## config.mk

```make
export PLATFORM = sky130hd
export DESIGN_NAME = src_ram
export DESIGN_NICKNAME = d
export VERILOG_FILES = /design/src/rtl/core/src_ram.sv
export SDC_FILE = /design/constraint.sdc
export NUM_CORES = 1
export LEC_CHECK = 0
export ABC_AREA = 1
export ABC_CLOCK_PERIOD_IN_PS = 3500
export BUFFER_PORTS_ARGS = -buffer_cell sky130_fd_sc_hd__buf_2
export CAP_MARGIN = 30
export CELL_PAD_IN_SITES_DETAIL_PLACEMENT = 0
export CELL_PAD_IN_SITES_GLOBAL_PLACEMENT = 2
export CORE_ASPECT_RATIO = 1.75
export CORE_MARGIN = 5
export CORE_UTILIZATION = 30
export CTS_CLUSTER_SIZE = 30
export DETAILED_ROUTE_END_ITERATION = 7
export PLACE_DENSITY = 0.7
export SLEW_MARGIN = 10
export SYNTH_ARGS = -nofsm -noshare
export SYNTH_HDL_FRONTEND = slang
export SYNTH_SLANG_ARGS = --single-unit
export TNS_END_PERCENT = 20
```

## constraint.sdc

```tcl
create_clock -name i_clk -period 3.5 [get_ports i_clk]
set_clock_uncertainty 0.2 [all_clocks]
set_input_delay 1.05 -clock i_clk [delete_from_list [all_inputs] [get_ports i_clk]]
set_output_delay 1.05 -clock i_clk [all_outputs]
set_load 0.02 [all_outputs]
```

## src/rtl/core/src_ram.sv

```systemverilog
`default_nettype none
// ----------------------------------------------------------------------------
// src_ram
// Generic single-write, single-read RAM with registered read data.
// ----------------------------------------------------------------------------
module src_ram #(
    parameter int WIDTH  = 8,
    parameter int DEPTH  = 64,
    parameter int ADDR_W = (DEPTH > 1) ? $clog2(DEPTH) : 1
) (
    input  wire logic              i_clk,
    input  wire logic              i_we,
    input  wire logic [ADDR_W-1:0] i_waddr,
    input  wire logic [WIDTH-1:0]  i_wdata,
    input  wire logic [ADDR_W-1:0] i_raddr,
    output logic      [WIDTH-1:0]  o_rdata
);

    logic [WIDTH-1:0] r_mem [DEPTH];

    always_ff @(posedge i_clk) begin
        if (i_we) begin
            r_mem[i_waddr] <= i_wdata;
        end
        o_rdata <= r_mem[i_raddr];
    end

endmodule
`default_nettype wire

```

* Word-level counts from Yosys, hierarchy flattened
Memories as Yosys holds them, arrays and structs flattened. A register that Yosys moved wholly into a read port is not among the register bits.
Cells that the tools add are included.
** Word-level totals
- Input port bits :: 22
- Memories kept :: 1
- Latch bits :: 0
- Logic and storage cells :: 3
- Memory bits (writable) :: 512
- Bits in registers :: 0
- ROM bits :: 0
- Output and inout port bits :: 8
** Cells by class
- Add/subtract/negate cells :: 0
- Multiply operators :: 0
- Divide/modulo/power cells :: 0
- Reductions and logical operators :: 0
- Bitwise gates (word level) :: 0
- Magnitude comparators :: 0
- Shift operators :: 0
- Equal/unequal tests :: 0
- Muxes and demuxes :: 2
** Memory list
- r_mem :: words 64, bits a word 8, read ports 1, clocked after memory_dff 1, wr ports 1, RTL line 19 : logic [WIDTH-1:0] r_mem [DEPTH];
** Operator list (number)
- 1-bit 2-to-1 mux :: 2

* Depth between registers and ports, before layout
Gate-level depths: netlist (run 1).
- Word-level depth :: 2
- Mapped depth :: 12
- Depth with buffers taken out :: 9

* Worst setup path after synthesis (run 1)
Ideal clock, no wire load.
- Kind :: input port to flip-flop
- Start :: input i_we
- End :: memory r_mem[48][0], enable pin
- Library setup time :: 395 ps
- Cell stages on the path :: 3
- Data required time :: 2905 ps
- Buffers on the path :: 1
- Arrival :: 2421 ps
- Path slack :: 484 ps
- Cell sequence :: clkbuf_1 > nand4_1 > nor4_1
** Between the ends
- Word-level cells in the longest chain between the ends :: 2
** RTL lines
- start: declaration :: RTL line 12 : input wire logic i_we,
- 1-bit 2-to-1 mux :: RTL line 22 : if (i_we) begin
- 1-bit 2-to-1 mux (not written as such) :: RTL line 23 : r_mem[i_waddr] <= i_wdata;
- end: declaration :: RTL line 19
No other way between the ends.

* Worst setup path after layout (run 1)
- Start :: register o_rdata[6] (read register of r_mem)
- End :: output o_rdata[6]
** RTL lines
- start: declaration :: RTL line 16 : output logic [WIDTH-1:0] o_rdata
No word-level cell between the ends.

==> flow_metrics.env, run 1 <==
export IMPL_run_status="finished clean"
export IMPL_post_route_wl_mm=63.3
export IMPL_power_leakage_nw=8.73
export IMPL_wirelength_met1_mm=23.7
export IMPL_clock_latency_ps=580
export IMPL_post_cts_setup_buffers=0
export IMPL_post_synth_inst_count=1805
export IMPL_drt_first_iter_violations=1130
export IMPL_reg2regPathDepth=8
export IMPL_startpoint_type="register"
export IMPL_hold_path_startpoint="r_mem[52][4]$_DFFE_PP_"
export IMPL_yosys_cell_types_count=16
export IMPL_required_ps=2250
export IMPL_power_density_mw_per_mm2=527
export IMPL_critical_path_n_buffers_inverters=1
export IMPL_layout_core_utilization=0.344
export IMPL_routed_via_count=13700
export IMPL_timing_slew_headroom=0.402
export IMPL_global_route_usage_over_all_layers=0.163
export IMPL_h_tree_levels=2
export IMPL_dr_max_layer_used="met5"
export IMPL_setup_tns_final_ps=0
export IMPL_yosys_warnings=0
export IMPL_cell_with_the_most_instances_after_synthesis="sky130_fd_sc_hd__nand2_1"
export IMPL_rsz0062_at_grt="no"
export IMPL_timing_final_setup_violations=0
export IMPL_timing_critical_path_slowest_cell_delay_ps=550
export IMPL_synth_async_sr_flop_share=0
export IMPL_grt_max_degree=148
export IMPL_placed_instance_count=2748
export IMPL_vdd_ir_drop_max_mv=0.347
export IMPL_timing_worst_slew_pin_value_ps=897
export IMPL_path_clk_slew_ps=70
export IMPL_final_hold_viol_count=0
export IMPL_post_cts_resize_count=0
export IMPL_crit_slowest_cell="sky130_fd_sc_hd__dfxtp_1"
export IMPL_route_met3_wl_mm=2.25
export IMPL_capture_point_of_the_worst_path="o_rdata[6]"
export IMPL_netlist_top_cells_area="sky130_fd_sc_hd__edfxtp_1 72%, sky130_fd_sc_hd__nand2_1 11%, sky130_fd_sc_hd__nand3_1 10%, sky130_fd_sc_hd__buf_6 1.8%, sky130_fd_sc_hd__nor2_1 0.99%"
export IMPL_hold_buf_cts=0
export IMPL_grt_overflow_total=0
export IMPL_synth_edf_count=512
export IMPL_drt_pass1_iter_count=5
export IMPL_worstHoldPathCells=8
export IMPL_synth_seq_cells=520
export IMPL_area_growth_synth_to_final_pct=14.0
export IMPL_post_route_cells_drive_above_1_share=0.107
export IMPL_global_route_wire_length_before_repair_mm=93.0
export IMPL_finalWorstPathRequiredPeriod_ps=2620
export IMPL_finalMaxSlewViolations=0
export IMPL_detail_route_wl_per_cell_um=22.3
export IMPL_cp_top_family="flip-flops"
export IMPL_end_kind="output pin"
export IMPL_worst_hold_path_type="reg2reg"
export IMPL_path_max_fanout=2
export IMPL_netlist_top_cell_by_area="sky130_fd_sc_hd__edfxtp_1"
export IMPL_io_pins=30
export IMPL_postSynthNetCount=1827
export IMPL_vias_per_cell=4.83
export IMPL_clockBufferDepth=3
export IMPL_finish_cell_count_without_fillers=2836
export IMPL_detail_route_met2_wl_mm=34.4
export IMPL_dp_hpwl_mm=40.1
export IMPL_fmax_mhz=382
export IMPL_clock_tree_from_tritoncts="done"
export IMPL_critical_path_reg2reg_endpoint="o_rdata[6]$_DFF_P_"
export IMPL_finish_net_count=1902
export IMPL_synth_top_flop_cell="sky130_fd_sc_hd__edfxtp_1"
export IMPL_globalplace_congestion=0.822
export IMPL_die_width_um=212
export IMPL_synth_commonest_cells="648 x sky130_fd_sc_hd__nand2_1, 512 x sky130_fd_sc_hd__edfxtp_1, 439 x sky130_fd_sc_hd__nand3_1, 56 x sky130_fd_sc_hd__nor2_1, 37 x sky130_fd_sc_hd__buf_2"
export IMPL_path_class="reg2out"
export IMPL_period_share=0.748
export IMPL_grt_antenna_before_repair=3
export IMPL_syn_cell_area_sq_mm=0.0213
export IMPL_crit_start="o_rdata[6]$_DFF_P_"
export IMPL_critical_path_cell_chain="buf_2"
export IMPL_r2r_slack_ps=1850
export IMPL_seq_area_frac_synth=0.728
export IMPL_floorplan_initialDensity=0.302
export IMPL_post_synth_top_area_fraction=0.720
export IMPL_maxCapViolCount=0
export IMPL_via_count_of_the_first_global_routing_pass=13800
export IMPL_filler_cell_count=7062
export IMPL_number_of_antenna_violating_nets_in_the_routed_design=0
export IMPL_dieHeight_um=363
export IMPL_library_cell_used_as_clock_root_buffer="sky130_fd_sc_hd__clkbuf_16"
export IMPL_coreArea_sq_mm=0.0707
export IMPL_drc=0
export IMPL_critical_path_cell_count=1
export IMPL_placement_rows=129
export IMPL_regToRegStartpoint="r_mem[11][6]$_DFFE_PP_"
export IMPL_cts_buffers_inserted=47
export IMPL_synthesis_area_per_instance_sq_um=11.8
export IMPL_critPathArrivalTime_ps=1370
export IMPL_cts_sinks=520
export IMPL_port_buffers=29
export IMPL_dieArea_sq_mm=0.0768
cell type report:
| class | count | area (sq um) | area share |
|---|---|---|---|
| Sequential cell | 520 | 15500 | 0.639 |
| Multi-Input combinational cell | 1160 | 4950 | 0.203 |
| Clock buffer | 62 | 1270 | 0.0524 |
| Timing Repair Buffer | 139 | 1180 | 0.0485 |
| Tap cell | 917 | 1150 | 0.0472 |
| Clock inverter | 24 | 183 | 0.00751 |
| Inverter | 12 | 52.6 | 0.00216 |
| Antenna cell | 2 | 5.00 | 0.000206 |
routing by layer:
layer  vias up  track usage
li1       6493            -
met1      6781        0.183
met2       306        0.309
met5         -            0
met4         2       0.0693
met3       112       0.0163
power breakdown:
part	switching (mW)	total (mW)	internal, mW	leakage [nW]
combinational	0.656	0.883	0.227	3.33
clock	2.23	5.01	2.78	0.720
sequential	0.0344	6.92	6.89	4.67
total	2.92	12.8	9.89	8.73
placed cells by master, fill, tap and decap left out, drive strengths merged:
| cell | n |
|---|---|
| buf | 139 |
| nor2 | 56 |
| nand2 | 648 |
| nor4 | 8 |
| bufinv | 3 |
| clkinv | 21 |
| nand4 | 9 |
| diode | 2 |
| inv | 12 |
| nand3 | 439 |
| clkbuf | 62 |
| edfxtp | 512 |
| dfxtp | 8 |
through the flow:
stage	hold slack, ps	instance area, sq um	total power [mW]	setup WS (ps)
after floorplan	522	21300	7.54	484
after global placement	617	22900	7.96	286
after detailed placement	608	22900	7.96	296
after CTS	616	24300	13.0	839
after global routing	708	24300	13.3	782
final	606	24300	12.8	882
cell families after synthesis:
kind of cell           Yosys count  share of synthesized area
DFF                            520                      0.728
and+or+nand+nor               1160                      0.232
buffers and inverters          125                     0.0402
registers in the layout, summed over array words and instances (netlist names):
register	count
r_mem	512
o_rdata	8
how the worst min path moves through the flow:
stage,to,slack (ps)
3_3_place_gp,o_rdata[4]$_DFF_P_,620
6_report,o_rdata[4]$_DFF_P_,610
5_1_grt,o_rdata[4]$_DFF_P_,710
4_1_cts,o_rdata[4]$_DFF_P_,620
3_5_place_dp,o_rdata[4]$_DFF_P_,610
2_1_floorplan,o_rdata[0]$_DFF_P_,520
No activity file was read; power rests on OpenSTA's default activity.
==> run 2, diff against run 1 <==
ABC_CLOCK_PERIOD_IN_PS = 2700   (was 3500)
clock period = 2.7 ns   (was 3.5 ns; I/O delays follow)
==> run 2 against run 1 <==
- critical path depth unchanged
- largest cell class unchanged
- worst hold slack got worse by 190 ps
- non-clock buffer count increased by 12
- via count down 0.84%
- register-to-register slack lost 760 ps
- critical endpoint is now o_rdata[5]
- routed wire length decreased by 4.3%
- sequential cell count unchanged
==> flow_metrics.env, run 2 (synthesis results as in run 1) <==
export IMPL_drt_first_iter_violations=968
export IMPL_path_clk_slew_ps=60
export IMPL_globalplace_congestion=0.811
export IMPL_post_cts_setup_buffers=0
export IMPL_maxCapViolCount=0
export IMPL_clock_tree_from_tritoncts="done"
export IMPL_grt_antenna_before_repair=2
export IMPL_port_buffers=29
export IMPL_design_power_total_mw=17.2
export IMPL_grt_max_degree=83
export IMPL_fmax_mhz=439
export IMPL_via_count_of_the_first_global_routing_pass=13900
export IMPL_worst_hold_path_type="in2reg"
export IMPL_dieArea_sq_mm=0.0768
export IMPL_global_route_wire_length_before_repair_mm=89.9
export IMPL_io_pins=30
export IMPL_power_share_combinational=0.068
export IMPL_cts_sinks=520
export IMPL_placement_cell_area_sq_mm=0.0231
export IMPL_filler_cell_count=7001
export IMPL_finish_cell_count_without_fillers=2848
export IMPL_vias_per_cell=4.77
export IMPL_path_class="reg2out"
export IMPL_grt_overflow_total=0
export IMPL_total_net_switching_power_mw=3.86
export IMPL_crit_slowest_cell="sky130_fd_sc_hd__dfxtp_1"
export IMPL_finish_net_count=1914
export IMPL_global_route_usage_over_all_layers=0.156
export IMPL_die_width_um=212
export IMPL_timing_final_setup_violations=0
export IMPL_register_area_sq_mm=0.0155
export IMPL_finalMaxSlewViolations=0
export IMPL_path_max_fanout=1
export IMPL_floorplan_initialDensity=0.302
export IMPL_placement_rows=129
export IMPL_seq_power_share=0.519
export IMPL_layout_cells_most_common="sky130_fd_sc_hd__nand2_1"
export IMPL_startpoint_type="register"
export IMPL_worst_hold_slack_ps=421
export IMPL_final_critical_path_setup_slack_ps=421
export IMPL_end_kind="output pin"
export IMPL_critical_path_cell_chain="buf_2"
export IMPL_power_density_mw_per_mm2=697
export IMPL_post_route_wl_mm=60.6
export IMPL_h_tree_levels=2
export IMPL_number_of_antenna_violating_nets_in_the_routed_design=0
export IMPL_place_ws_ps=-34.7
export IMPL_library_cell_used_as_clock_root_buffer="sky130_fd_sc_hd__clkbuf_16"
export IMPL_hold_buf_cts=0
export IMPL_sw_frac_of_total=0.224
export IMPL_power_leakage_nw=8.91
export IMPL_run_status="finished clean"
export IMPL_reg2regPathDepth=8
export IMPL_insertedDiodeCount=0
export IMPL_drt_pass1_iter_count=5
export IMPL_drc=0
export IMPL_critPathArrivalTime_ps=1270
export IMPL_post_cts_resize_count=0
export IMPL_post_route_cell_area_sq_mm=0.0247
export IMPL_dp_hpwl_mm=37.7
export IMPL_cellInternalPower_mw=13.4
export IMPL_placed_instance_count=2760
export IMPL_biggest_regs="r_mem (512), o_rdata (8)"
export IMPL_timing_critical_path_slowest_cell_delay_ps=480
export IMPL_rsz0062_at_grt="no"
export IMPL_power_share_clock=0.412
export IMPL_multiInputGateArea_sq_mm=0.00495
export IMPL_timing_worst_slew_pin_value_ps=566
export IMPL_clockBufferDepth=3
export IMPL_timing_slew_headroom=0.619
export IMPL_coreArea_sq_mm=0.0707
export IMPL_layout_cells_most_common_list="648 x sky130_fd_sc_hd__nand2_1, 512 x sky130_fd_sc_hd__edfxtp_1, 439 x sky130_fd_sc_hd__nand3_1, 95 x sky130_fd_sc_hd__buf_4, 56 x sky130_fd_sc_hd__nor2_1"
export IMPL_cts_buffers_inserted=47
export IMPL_setup_tns_final_ps=0
export IMPL_registers_top_by_ff_count="r_mem"
export IMPL_routed_via_count=13600
export IMPL_area_growth_synth_to_final_pct=15.9
export IMPL_critical_path_cell_count=1
export IMPL_flip_flop_count_of_the_largest_register_after_layout=512
export IMPL_vdd_ir_drop_max_mv=0.403
export IMPL_finalWorstPathRequiredPeriod_ps=2280
export IMPL_final_hold_viol_count=0
export IMPL_clock_latency_ps=590
export IMPL_layout_core_utilization=0.350
export IMPL_period_share=0.844
export IMPL_cp_top_family="flip-flops"
export IMPL_worstHoldPathCells=3
export IMPL_r2r_slack_ps=1090
export IMPL_detail_route_wl_per_cell_um=21.3
export IMPL_required_ps=1690
export IMPL_post_route_cells_drive_above_1_share=0.115
export IMPL_critical_path_n_buffers_inverters=1
export IMPL_dieHeight_um=363
-- run 2: cell type report --
class,instances,area share
clock buffer,57,0.0499
clock inverter,31,0.0160
inverter,12,0.00212
multi-input combinational,1160,0.200
sequential,520,0.628
tap,917,0.0464
timing repair buffer,151,0.0574
-- run 2: layer usage --
metal	share of wire	GRT usage
met5	0.00056	0
met4	0.032	0.0540
met3	0.032	0.0162
met2	0.55	0.295
met1	0.39	0.181
-- run 2: path summary, 6_finish.rpt --
| path | startpoint | endpoint |
|---|---|---|
| worst max-delay path | o_rdata[5]$_DFF_P_ | o_rdata[5] |
| worst max register to register | r_mem[3][5]$_DFFE_PP_ | o_rdata[5]$_DFF_P_ |
| worst min-delay path | i_raddr[5] | o_rdata[5]$_DFF_P_ |
| worst min register to register | r_mem[8][2]$_DFFE_PP_ | o_rdata[2]$_DFF_P_ |
-- run 2: power by group through the flow --
stage	registers [mW]	clock network [mW]	logic, mW
detailed placement	9.13	0	1.21
finish	8.95	7.11	1.18
floorplan	9.14	0	0.628
CTS	8.95	7.27	1.22
global route	8.95	7.58	1.30
global placement	9.13	0	1.21
-- run 2: worst reg2reg max path, delay by kind of cell, from the launching register on --
family        cells  cell delay, ps
flops             1             370
simple gates      8             920
