--- src/rtl/core/src_pkg.sv ---
`default_nettype none
// ----------------------------------------------------------------------------
// src_pkg
// Shared types, codes and helpers of the service rule classifier.
// ----------------------------------------------------------------------------
package src_pkg;

    localparam int MAX_RULES_DEF = 64;

    // stream widths
    localparam int IN_DATA_W  = 88;
    localparam int IN_USER_W  = 2;
    localparam int OUT_DATA_W = 8;

    // configuration port
    localparam int CFG_IDX_W  = 1;
    localparam int CFG_DATA_W = 1;

    localparam logic [CFG_IDX_W-1:0] CFG_ENABLE   = 1'b0;
    localparam logic [CFG_IDX_W-1:0] CFG_FALLTHRU = 1'b1;

    // field widths
    localparam int KEY_W   = 16;
    localparam int MASK_W  = 5;
    localparam int RANK_W  = 3;
    localparam int ENTRY_W = 4 * KEY_W + KEY_W + MASK_W + 1;

    // request kinds
    localparam logic [1:0] REQ_APPEND = 2'd0;
    localparam logic [1:0] REQ_CLEAR  = 2'd1;
    localparam logic [1:0] REQ_LOOKUP = 2'd2;

    // decisions
    localparam logic [1:0] DEC_DENY  = 2'd0;
    localparam logic [1:0] DEC_ALLOW = 2'd1;
    localparam logic [1:0] DEC_FALL  = 2'd2;

    // field mask bits
    localparam int FM_SID  = 0;
    localparam int FM_TSID = 1;
    localparam int FM_ONID = 2;
    localparam int FM_SAT  = 3;
    localparam int FM_FREQ = 4;

    localparam logic signed [RANK_W-1:0] RANK_NONE = -3'sd1;

    typedef enum logic [1:0] {
        S_IDLE,
        S_SCAN,
        S_LAST,
        S_FINISH
    } t_state;

    // control from the sequencer to the match unit
    typedef struct packed {
        logic clear;
        logic en;
    } t_match_ctl;

    // running result of the match unit
    typedef struct packed {
        logic signed [RANK_W-1:0] best;
        logic                     any_ex;
    } t_match_stat;

    function automatic logic signed [RANK_W-1:0] rank_of(input logic [MASK_W-1:0] m);
        logic signed [RANK_W-1:0] r;
        if (m[FM_SID]) begin
            r = 3'sd3;
        end else if (m[FM_TSID] && m[FM_ONID]) begin
            r = 3'sd2;
        end else if (m[FM_FREQ]) begin
            r = 3'sd1;
        end else if (m[FM_SAT]) begin
            r = 3'sd0;
        end else begin
            r = RANK_NONE;
        end
        return r;
    endfunction

    // bouquet hits, then the auto setting
    function automatic logic [1:0] group_decide(input logic g_ex, input logic g_in,
                                                input logic auto_fall);
        logic [1:0] d;
        if (g_ex) begin
            d = DEC_DENY;
        end else if (g_in) begin
            d = DEC_ALLOW;
        end else if (auto_fall) begin
            d = DEC_FALL;
        end else begin
            d = DEC_DENY;
        end
        return d;
    endfunction

endpackage
`default_nettype wire

--- src/rtl/core/src_match_unit.sv ---
`default_nettype none
// ----------------------------------------------------------------------------
// src_match_unit
// Compares one stored rule a cycle with the looked-up service and keeps the
// best rank seen so far and whether an exclude rule holds that rank.
// ----------------------------------------------------------------------------
module src_match_unit (
    input  wire logic                        i_clk,
    input  wire logic                        i_rst_n,
    input  wire src_pkg::t_match_ctl         i_ctl,
    input  wire logic [4*src_pkg::KEY_W-1:0] i_key,
    input  wire logic [src_pkg::KEY_W-1:0]   i_orbit,
    input  wire logic [src_pkg::ENTRY_W-1:0] i_entry,
    output src_pkg::t_match_stat             o_stat
);
    import src_pkg::*;

    logic [4*KEY_W-1:0]       w_rkey;
    logic [KEY_W-1:0]         w_rorbit;
    logic [MASK_W-1:0]        w_mask;
    logic                     w_incl;
    logic                     w_hit;
    logic signed [RANK_W-1:0] w_rank;
    logic signed [RANK_W-1:0] r_best;
    logic signed [RANK_W-1:0] n_best;
    logic                     r_any_ex;
    logic                     n_any_ex;

    // entry layout: keys, orbit, mask, include bit
    assign w_rkey   = i_entry[4*KEY_W-1:0];
    assign w_rorbit = i_entry[5*KEY_W-1:4*KEY_W];
    assign w_mask   = i_entry[5*KEY_W+MASK_W-1:5*KEY_W];
    assign w_incl   = i_entry[ENTRY_W-1];

    always_comb begin
        w_hit = 1'b1;
        if (w_mask[FM_SID]  && (w_rkey[15:0]  != i_key[15:0]))  w_hit = 1'b0;
        if (w_mask[FM_TSID] && (w_rkey[31:16] != i_key[31:16])) w_hit = 1'b0;
        if (w_mask[FM_ONID] && (w_rkey[47:32] != i_key[47:32])) w_hit = 1'b0;
        if (w_mask[FM_SAT]  && (w_rorbit      != i_orbit))      w_hit = 1'b0;
        if (w_mask[FM_FREQ] && (w_rkey[63:48] != i_key[63:48])) w_hit = 1'b0;
        w_rank = rank_of(w_mask);
    end

    always_comb begin
        n_best   = r_best;
        n_any_ex = r_any_ex;
        if (i_ctl.clear) begin
            n_best   = RANK_NONE;
            n_any_ex = 1'b0;
        end else if (i_ctl.en && w_hit && (w_rank >= 3'sd0) && (w_rank >= r_best)) begin
            if (w_rank > r_best) begin
                n_best   = w_rank;
                n_any_ex = !w_incl;
            end else begin
                n_any_ex = r_any_ex || !w_incl;
            end
        end
    end

    always_ff @(posedge i_clk) begin
        if (!i_rst_n) begin
            r_best   <= RANK_NONE;
            r_any_ex <= 1'b0;
        end else begin
            r_best   <= n_best;
            r_any_ex <= n_any_ex;
        end
    end

    assign o_stat.best   = r_best;
    assign o_stat.any_ex = r_any_ex;

endmodule
`default_nettype wire

--- config.mk ---
export PLATFORM = sky130hd
export DESIGN_NAME = src_match_unit
export DESIGN_NICKNAME = d
export VERILOG_FILES = /design/src/rtl/core/src_pkg.sv /design/src/rtl/core/src_match_unit.sv
export SDC_FILE = /design/constraint.sdc
export NUM_CORES = 1
export LEC_CHECK = 0
export ABC_AREA = 0
export BUFFER_PORTS_ARGS = -buffer_cell sky130_fd_sc_hd__buf_2
export CORE_MARGIN = 8
export CORE_UTILIZATION = 28
export CTS_BUF_LIST = sky130_fd_sc_hd__clkbuf_16
export CTS_CLUSTER_DIAMETER = 150
export DETAILED_ROUTE_END_ITERATION = 16
export PLACE_DENSITY = 0.77
export SLEW_MARGIN = 10
export SYNTH_ARGS = -nofsm -noshare
export SYNTH_HDL_FRONTEND = slang
export SYNTH_SLANG_ARGS = --single-unit
export TNS_END_PERCENT = 20
--- constraint.sdc ---
create_clock -name i_clk -period 1.9 [get_ports i_clk]
set_clock_uncertainty 0.05 [all_clocks]
set_input_delay 0.285 -clock i_clk [delete_from_list [all_inputs] [get_ports i_clk]]
set_output_delay 0.285 -clock i_clk [all_outputs]
set_load 0.02 [all_outputs]
-- Word level (Yosys, flattened, before mapping)
Index checks and enable logic that the tools add are counted.
- equality and inequality tests: 5
- div/mod/pow operators: 0
- muxes and demuxes: 10
- multipliers: 0
- $lt $le $gt $ge: 3
- shift-type cells: 0
- bitwise logic cells: 1
- reductions and logical operators: 13
- $add $sub $neg: 0
- operator list (kind ; count):
    $ne A16 B16 Y1 ; 5
    $mux W3 ; 4
    $logic_and A1 B1 Y1 ; 9
    $mux W1 ; 6
    $ge A3 B1 Y1 const B ; 1
    $ge A3 B3 Y1 ; 1
    $gt A3 B3 Y1 ; 1
    $reduce_and A2 Y1 ; 1
    $reduce_or A2 Y1 ; 1
    $logic_not A1 Y1 ; 1
    $logic_or A1 B1 Y1 ; 1
    $not A1 Y1 ; 1
- bits in registers: 4
- RAM bits: 0
- memories kept: 0
- bits in read-only memories: 0
- output and inout bits: 4
- logic and storage cells: 34
- bits in latches: 0

-- Longest topological paths before layout
Gate-level depths: netlist of run 1.
- depth in word-level cells: 11
- gate-level depth with buffers: 9
- depth with buffers taken out: 9

-- Worst setup path before layout of run 1
Ideal clock, no wire load.
- path type: input to register
- start point: in i_entry[81] (netlist bit)
- end point: reg r_any_ex
- slack: -0.044 ns
- cell stages on the path: 9
- library setup time: 0.069 ns
- required time: 1.781 ns
- arrival time: 1.825 ns
- cells stage by stage: a21oi_1 nor3b_1 ha_1 inv_1 a2111oi_0 nor3_1 nand4_1 or4_1 o21ai_1
- RTL lines (what ; RTL line ; source):
    start: declaration ; src_match_unit.sv:13 ; input wire logic [src_pkg::ENTRY_W-1:0] i_entry,
    $logic_and A1 B1 Y1 * ; src_pkg.sv:70 ; end else if (m[FM_TSID] && m[FM_ONID]) begin
    $mux W3 * ; src_pkg.sv:70 ;
    $mux W3 * ; src_pkg.sv:68 ; if (m[FM_SID]) begin
    net w_rank[2] ; src_match_unit.sv:23 ; logic signed [RANK_W-1:0] w_rank;
    $ge A3 B1 Y1 ; src_match_unit.sv:51 ; end else if (i_ctl.en && w_hit && (w_rank >= 3'sd0) && (w_rank >= r_best)) begin
    $logic_and A1 B1 Y1 (2 in series) ; src_match_unit.sv:51 ;
    end signal: assignment ; src_match_unit.sv:67 ; r_any_ex <= n_any_ex;
    end: declaration ; src_match_unit.sv:26 ; logic r_any_ex;
Mark *: on every way through the listed nets, which the timed path passes. The rest lies on a longest branch.
A chain may end at the register's enable or synchronous reset.

-- Worst setup path in the final report of run 1
- start point: in i_entry[84] (netlist bit)
- end point: reg r_best[1]
- longest elaborated chain between the ends: 7
- ends and longest elaborated chain (what ; RTL line ; source):
    $mux W3 ; src_pkg.sv:72 ; end else if (m[FM_FREQ]) begin
    $mux W3 ; src_pkg.sv:70 ;
    $mux W3 ; src_pkg.sv:68 ;
    $ge A3 B1 Y1 ; src_match_unit.sv:51 ;
    $logic_and A1 B1 Y1 (2 in series) ; src_match_unit.sv:51 ;
    $reduce_and A2 Y1 (no line) ; -- ;
    end signal: assignment ; src_match_unit.sv:66 ; r_best <= n_best;
    end: declaration ; src_match_unit.sv:24 ; logic signed [RANK_W-1:0] r_best;
Several ways; a longest one is shown, not always the timed one.

==> results.cfg, run 1 <==
[power_and_ir_drop]
p_seq_share_pct = 10.2
cellPowerDensity_nw_per_um2 = 372
p_leak_nw = 1.05
sw_frac_of_total_pct = 26.2
peakVddDrop_mv = 0.253
combPwrFrac_pct = 50.6
p_int_w = 0.000617
p_switching_w = 0.000219
p_clk_share_pct = 39.3

[die]
dieWidth_um = 81.6
start_util_pct = 28.4
dieArea_um2 = 6650
io_pins = 174
chipHeight_um = 81.6
num_rows = 24
core_um2 = 4230

[synthesis]
syn_area_um2 = 1200
yosysUniqueCellTypes = 23
yosysSeqAreaShare_pct = 6.65
synth_warnings = 0
avgSynthCellArea_um2 = 8.24
syn_inst = 146
synth.net_count = 319
ys_ff_latch = 4

[finish]
antenna_cells = 0
final_common_cell = buf_2
fillers = 420
drive_gt1_share_pct = 57.7
mostFrequentLayoutCells = buf_2, xnor2_1, nand4_1
multi_input_area_um2 = 1110
nNetsFinal = 501
utilization_pct = 53.1
layoutNonFillerInstCount = 378
regArea_um2 = 80.1
syn_to_final_growth_pct = 86.9

[sta]
max_freq_mhz = 529
setup_tns_ns = 0
relSlewSlack_pct = 77.7
fin_crit_ns = 1.89
rsz0062_at_grt = true
slew_viol_final = 0
worstMarginPinSlew_ns = 0.332
timing_hold_violations_final = 0
finalCritPeriodShare_pct = 99.4
setup_viol = 0

[route]
drc_errors = 0
drt-pass1-iter-count = 4
ant_nets = 0
vias = 1682
wl_um = 5480
drt_iter0_markers = 10
wl_per_cell_um = 14.5
routed_via_density = 4.45

[worst_setup_path]
crit_path_max_fanout = 4
crit_required_ns = 1.95
crit_type = primary input to register
start_kind = primary input
timing.rr.end = r_any_ex
reg2reg_depth = 8
crit_arrival_ns = 1.94
reg2reg_from = r_best[2]
cp-end-kind = register
r2r_setup_slack_ns = 0.03

[global_routing]
grt_pass1_vias = 1785
grt_pass1_wl_um = 7920
grt_overflow = 0
antenna_found_initial = 0
track_usage_pct = 14.9
grt_max_degree = 5

[placement]
dp_cells = 375
globalplace.congestion = 0.794
hpwl_um = 5160
numPortBuffers = 173

[status]
outcome = completed

[clock_network]
cts.htree.levels = 1
cts_root_buf = clkbuf_16
clk_path_buf_depth = 2
clk_pin_slew_ns = 0.03
postCtsSetupRepairBufs = 0
clock-sinks = 4
cts_tree = done
clk_latency_ns = 0.22
cts_buffers = 3

[min_path]
hold_class = primary input to register
min_path_cells = 3
min_to = r_best[2]
min_from = i_ctl[1]

[run]
max_cap_violations = 0
==> area by class of cell <==
| cell class | count | area share, % |
|---|---|---|
| inverter | 4 | 0.667 |
| tap | 52 | 2.89 |
| multi-input combinational | 137 | 49.4 |
| clock buffer | 3 | 3.34 |
| sequential | 4 | 3.56 |
| timing repair buffer | 178 | 40.2 |
==> metal layers <==
metal / up-vias / routed length [um] / GRT usage [%]
li1: 874 / - / -
met1: 733 / 1770 / 16.1
met2: 67 / 3050 / 28.2
met3: 8 / 579 / 2.95
met4: 0 / 80 / 4.46
met5: - / 0 / 0
==> worst max-delay path, cell delays in order <==
cell and delay [ns]:
buf_2 0.12, nand2b_1 0.14, a21oi_1 0.19, ha_1 0.27, nand2b_1 0.15, a2111oi_1 0.39
nor3_1 0.08, nand4_1 0.11, nor3_2 0.09, mux2i_1 0.12
==> timing repair <==
| item | 4_1_cts | 5_1_grt |
|---|---|---|
| hold buffers | 0 | 0 |
| gates resized for setup | 2 | 1 |
| setup endpoints to repair | 3 | 4 |
==> cell usage after synthesis <==
cell / count / share of area, %
a2111oi_0: 1 / 0.73
a211oi_1: 1 / 0.62
a21oi_1: 3 / 1.2
and2_1: 1 / 0.52
buf_4: 1 / 0.62
dfxtp_1: 4 / 6.7
ha_1: 3 / 3.1
inv_1: 4 / 1.2
mux2i_1: 2 / 1.7
nand2_1: 4 / 1.2
nand2b_1: 4 / 2.1
nand4_1: 21 / 11
nor2_1: 3 / 0.94
nor2b_1: 1 / 0.52
nor3_1: 1 / 0.42
nor3_2: 1 / 0.83
nor3b_1: 1 / 0.62
o21ai_0: 3 / 1.2
o21ai_1: 1 / 0.42
o41ai_1: 2 / 1.5
o41ai_2: 3 / 4.1
or4_1: 1 / 0.62
xnor2_1: 80 / 58
==> registers in the layout, indices dropped and copies added, names as in the netlist <==
| name | count |
|---|---|
| r_any_ex | 1 |
| r_best | 3 |
==> power groups by stage <==
stage	Sequential [W]	Combinational, W	Clock [W]
global placement	0.0000861	0.000413	0
CTS	0.0000849	0.000427	0.000332
detailed placement	0.0000861	0.000423	0
floorplan	0.0000862	0.000188	0
finish	0.0000849	0.000423	0.000328
global route	0.0000849	0.000469	0.000336
==> kinds of logic after synthesis <==
logic type / after synthesis / synth area share [%]
xor gates and xnor gates: 80 / 58.2
muxes: 2 / 1.66
adders and majority gates: 3 / 3.12
DFF: 4 / 6.65
buffers and inverters: 5 / 1.87
AOI/OAI and AO/OA: 14 / 9.77
and+or+nand+nor: 38 / 18.7
==> metrics by stage <==
step | worst slack, ns | hold WS (ns) | power (W) | cell area [um^2]
floorplan | 0.0335 | 0.356 | 0.000274 | 1210
global placement | -0.191 | 0.404 | 0.000499 | 2170
detailed placement | -0.240 | 0.407 | 0.000509 | 2170
CTS | 0.0106 | 0.257 | 0.000844 | 2250
global route | -0.193 | 0.290 | 0.000890 | 2250
finish | 0.0109 | 0.262 | 0.000836 | 2250
==> worst max-delay path by stage <==
| stage | from | endpoint | slack, ns | depth (start not counted) |
|---|---|---|---|---|
| after floorplan | i_entry[81] | r_any_ex | 0.03 | 9 |
| after global placement | i_entry[81] | r_any_ex | -0.19 | 10 |
| after detailed placement | i_entry[81] | r_best[1] | -0.24 | 10 |
| after CTS | i_entry[84] | r_best[1] | 0.01 | 10 |
| after global routing | i_entry[81] | r_best[1] | -0.19 | 10 |
| final | i_entry[84] | r_best[1] | 0.01 | 10 |
Power figures use the tool's default switching activity.
==> run 2: changes to the inputs <==
--- a/config.mk
+++ b/config.mk
@@ -7,12 +7,13 @@
 export LEC_CHECK = 0
 export ABC_AREA = 0
 export BUFFER_PORTS_ARGS = -buffer_cell sky130_fd_sc_hd__buf_2
+export CORE_ASPECT_RATIO = 0.9
 export CORE_MARGIN = 8
-export CORE_UTILIZATION = 28
+export CORE_UTILIZATION = 31
 export CTS_BUF_LIST = sky130_fd_sc_hd__clkbuf_16
 export CTS_CLUSTER_DIAMETER = 150
 export DETAILED_ROUTE_END_ITERATION = 16
-export PLACE_DENSITY = 0.77
+export PLACE_DENSITY = 0.81
 export SLEW_MARGIN = 10
 export SYNTH_ARGS = -nofsm -noshare
 export SYNTH_HDL_FRONTEND = slang
==> constraint.sdc (replaced) <==
create_clock -name i_clk -period 2.05 [get_ports i_clk]
set_clock_uncertainty 0.05 [all_clocks]
set_input_delay 0.3075 -clock i_clk [delete_from_list [all_inputs] [get_ports i_clk]]
set_output_delay 0.3075 -clock i_clk [all_outputs]
set_load 0.02 [all_outputs]
==> results.cfg, run 2 (synthesized netlist as in run 1, its figures left out) <==
[status]
outcome = completed

[global_routing]
grt_max_degree = 5
grt_pass1_wl_um = 7590
top_usage_layer = met2
grt_use_met1_pct = 15.6
antenna_found_initial = 0
grt_overflow = 0
track_usage_pct = 15.2
met3_usage_pct = 3.34
grt_pass1_vias = 1768
grtUsageMet2_pct = 30.5

[route]
wl_um = 5460
routed_via_density = 4.52
ant_nets = 0
vias = 1685
drt-pass1-iter-count = 4
drt_iter0_markers = 23
drc_errors = 0
wl_per_cell_um = 14.6

[finish]
drive_gt1_share_pct = 59.6
design_area_um2 = 2310
syn_to_final_growth_pct = 92.0
nNetsFinal = 502
layoutNonFillerInstCount = 373
biggestRegsByFlops = r_best: 3 flops, r_any_ex: 1 flops
mostFrequentLayoutCells = buf_2, xnor2_1, nand4_1
antenna_cells = 0
top_register = r_best
final_common_cell = buf_2
largest_register_ffs = 3

[power_and_ir_drop]
p_int_w = 0.000576
p_clk_share_pct = 39.2
cellPowerDensity_nw_per_um2 = 340
p_leak_nw = 1.07
sw_frac_of_total_pct = 26.8
combPwrFrac_pct = 50.8
p_switching_w = 0.000211
peakVddDrop_mv = 0.387
finalPower_w = 0.000787
p_seq_share_pct = 10.0

[worst_setup_path]
crit_required_ns = 2.16
cp-end-kind = register
worstPathCellList = buf_2 -> a21oi_2 -> nor3b_4 -> ha_4 -> nand2b_4 -> nand2_2 -> nor3_2 -> nand4_1 -> or4_1 -> o21ai_1
crit_family = simple AND/OR/NAND/NOR gates
crit_type = primary input to register
crit_arrival_ns = 2.12
start_kind = primary input
slowest_stage = or4_1
crit_path_max_fanout = 3
cpPeakStageDelay_ns = 0.50
crit_buf_inv = 1

[clock_network]
cts_tree = done
cts_hold_buf = 0
cts.htree.levels = 1
clk_pin_slew_ns = 0.03
clk_path_buf_depth = 2
clock-sinks = 4
postCtsSetupRepairBufs = 0
cts_root_buf = clkbuf_16
clk_latency_ns = 0.23
cts-resized-gates = 1
cts_buffers = 3

[die]
num_rows = 21
dieWidth_um = 81.7
dieArea_um2 = 6140
start_util_pct = 32.3
io_pins = 174
chipHeight_um = 75.1
core_um2 = 3730

[sta]
worstMarginPinSlew_ns = 0.359
slew_viol_final = 0
max_freq_mhz = 497
fin_crit_ns = 2.01
rsz0062_at_grt = true
finalCritPeriodShare_pct = 98.1
setup_viol = 0
timing_hold_violations_final = 0
relSlewSlack_pct = 75.8

[placement]
hpwl_um = 5080
numPortBuffers = 173
globalplace.congestion = 0.788
dp_cells = 370
placed_area_um2 = 2160

[run]
max_cap_violations = 0

[min_path]
hold_class = primary input to register
run 2: changes by cell type in the layout (fill, tap and decap cells not counted), sizes merged:
cell / delta
buf: +1
run 2: layer usage:
layer | part of all wire, % | up-vias
met5 | 0 | -
met4 | 0.97 | 0
met3 | 11 | 6
met2 | 55 | 75
met1 | 33 | 728
li1 | - | 876
run 2: worst register-to-register path, cell delays in order, from the launching register on:
cell and delay (ns):
dfxtp_1 0.33, inv_1 0.08, ha_4 0.27, nand2b_4 0.12
nand2_2 0.06, nor3_2 0.16, nand4_1 0.17, or4_1 0.50
o21ai_1 0.08
run 2: power by group through the flow:
stage	clock network (W)	logic, W	registers [W]
6_report	0.000309	0.000399	0.0000787
5_1_grt	0.000315	0.000436	0.0000787
4_1_cts	0.000312	0.000393	0.0000787
3_5_place_dp	0	0.000390	0.0000798
3_3_place_gp	0	0.000380	0.0000798
2_1_floorplan	0	0.000174	0.0000799
run 2: layout make-up:
class	instances	area [um^2]
repair buffers	179	911
multi-input cells	137	1170
flip-flops and latches	4	80.1
well taps	46	57.6
fillers	359	1420
clock buffers	3	75.1
inverters	4	15.0
run 2: path summary, 6_finish.rpt:
check | from | end | slack [ns] | cells after the start
worst min register to register | r_any_ex | r_any_ex | 0.40 | 2
worst max-delay path | i_entry[81] | r_any_ex | 0.04 | 10
worst min-delay path | i_ctl[1] | r_best[2] | 0.28 | 3
worst max register to register | r_best[2] | r_any_ex | 0.17 | 8
run 2: per-stage QoR:
stage	util (%)	TNS [ns]	hold WS (ns)	worst slack [ns]
after detailed placement	58.0	-0.953	0.394	-0.247
final	61.9	0	0.279	0.0390
after floorplan	-	0	0.379	0.0835
after CTS	60.2	0	0.278	0.0967
after global placement	58.0	-0.637	0.403	-0.168
after global routing	61.9	-0.303	0.305	-0.124
==> run 3: changes to the inputs <==
--- a/config.mk
+++ b/config.mk
@@ -6,14 +6,14 @@
 export NUM_CORES = 1
 export LEC_CHECK = 0
 export ABC_AREA = 0
-export BUFFER_PORTS_ARGS = -buffer_cell sky130_fd_sc_hd__buf_2
 export CORE_ASPECT_RATIO = 0.9
 export CORE_MARGIN = 8
-export CORE_UTILIZATION = 31
+export CORE_UTILIZATION = 40
 export CTS_BUF_LIST = sky130_fd_sc_hd__clkbuf_16
 export CTS_CLUSTER_DIAMETER = 150
 export DETAILED_ROUTE_END_ITERATION = 16
-export PLACE_DENSITY = 0.81
+export DONT_BUFFER_PORTS = 1
+export PLACE_DENSITY = 0.52
 export SLEW_MARGIN = 10
 export SYNTH_ARGS = -nofsm -noshare
 export SYNTH_HDL_FRONTEND = slang
==> constraint.sdc (replaced) <==
create_clock -name i_clk -period 2.1 [get_ports i_clk]
set_clock_uncertainty 0.05 [all_clocks]
set_input_delay 0.315 -clock i_clk [delete_from_list [all_inputs] [get_ports i_clk]]
set_output_delay 0.315 -clock i_clk [all_outputs]
set_load 0.02 [all_outputs]
==> results.cfg, run 3 (synthesized netlist as in run 1, its figures left out) <==
[status]
outcome = completed

[die]
start_util_pct = 40.5
chipHeight_um = 68.0
dieWidth_um = 73.8
num_rows = 19
dieArea_um2 = 5020
core_um2 = 2970
io_pins = 174

[sta]
worstMarginPinSlew_ns = 0.375
setup_viol = 0
finalCritPeriodShare_pct = 91.5
slew_viol_final = 0
rsz0062_at_grt = false
relSlewSlack_pct = 74.4
timing_hold_violations_final = 0
max_freq_mhz = 520
fin_crit_ns = 1.92

[power_and_ir_drop]
cellPowerDensity_nw_per_um2 = 412
p_leak_nw = 0.370
finalPower_w = 0.000559
peakVddDrop_mv = 0.434

[worst_setup_path]
crit_type = register to register
crit_required_ns = 2.21
crit_path_max_fanout = 2
crit_cells = 8
crit_family = simple AND/OR/NAND/NOR gates
crit_buf_inv = 1
r2r_setup_slack_ns = 0.18
slowest_stage = or4_1
reg2reg_from = r_best[2]
crit_arrival_ns = 2.03
cpPeakStageDelay_ns = 0.51
reg2reg_depth = 8
worstPathCellList = inv_1 -> ha_1 -> nand2b_1 -> nand2_1 -> nor3_1 -> nand4_1 -> or4_1 -> o21ai_1
start_kind = register
timing.rr.end = r_any_ex
cp-end-kind = register

[min_path]
min_to = r_best[2]
min_path_cells = 2
min_from = i_ctl[1]
hold_class = primary input to register

[route]
drt-pass1-iter-count = 4
routed_via_density = 5.65
wl_met1_um = 1270
wl_met2_um = 2310
wl_per_cell_um = 22.0
drt_iter0_markers = 15
drc_errors = 0
topRoutingLayerUsed = met4
ant_nets = 0
wl_um = 4240
routed-wl-met3_um = 624
vias = 1090

[placement]
dp_cells = 190
globalplace.congestion = 0.714
hpwl_um = 4080
numPortBuffers = 0

[clock_network]
cts_buffers = 3
clk_pin_slew_ns = 0.03
clk_path_buf_depth = 2
cts.htree.levels = 1
clock-sinks = 4
cts_root_buf = clkbuf_16
cts_tree = done
clk_latency_ns = 0.22

[global_routing]
antenna_found_initial = 0
grt_pass1_wl_um = 5530
grt_pass1_vias = 1160
grt_overflow = 0
grt_max_degree = 5
track_usage_pct = 14.1

[finish]
syn_to_final_growth_pct = 12.8
antenna_cells = 0
drive_gt1_share_pct = 7.28
top_register = r_best
biggestRegsByFlops = r_best: 3 flops, r_any_ex: 1 flops
nNetsFinal = 326
utilization_pct = 45.7
mostFrequentLayoutCells = xnor2_1, nand4_1
layoutNonFillerInstCount = 193
final_common_cell = xnor2_1
largest_register_ffs = 3

[run]
max_cap_violations = 0
run 3: cell types whose count changed in the layout (fill, tap and decap cells not counted), sizes merged:
cell	previous run	this run
buf	179	3
run 3: worst max path at each step:
stage	start	end	slack, ns
finish	r_best[2]	r_any_ex	0.18
global route	i_entry[81]	r_any_ex	0.02
CTS	i_entry[81]	r_best[0]	0.17
detailed placement	i_entry[81]	r_best[0]	-0.06
global placement	i_entry[81]	r_best[0]	0.01
floorplan	i_entry[81]	r_any_ex	0.13
run 3: layout make-up:
cell class,count,area [um^2]
inverter,4,15.0
sequential,4,80.1
tap,42,52.6
fill,315,1610
timing repair buffer,3,22.5
clock buffer,3,75.1
multi-input combinational,137,1110
run 3: layer usage:
metal,vias to the layer above,GRT usage [%]
met3,5,7.47
met1,486,13.2
li1,526,-
met2,73,26.4
met4,0,3.48
met5,-,0
run 3: what timing repair did:
item | in CTS | in global routing
endpoints found under the setup margin | 0 | 4
hold buffers | 0 | 0
gates resized for setup | 0 | 2
setup buffers | 0 | 0
run 3: where the power goes:
part	leakage, nW	switching [W]	internal, W
Clock	0.0370	0.0000501	0.000243
Sequential	0.0323	0.000000192	0.0000768
Combinational	0.300	0.0000628	0.000126
Total	0.370	0.000113	0.000446
run 3: metrics by stage:
step | area, um^2 | hold slack [ns] | TNS [ns] | setup WS [ns]
floorplan | 1200 | 0.379 | 0 | 0.126
global placement | 1270 | 0.426 | 0 | 0.0113
detailed placement | 1270 | 0.442 | -0.186 | -0.0591
CTS | 1350 | 0.213 | 0 | 0.170
global route | 1360 | 0.226 | 0 | 0.0161
finish | 1360 | 0.204 | 0 | 0.178
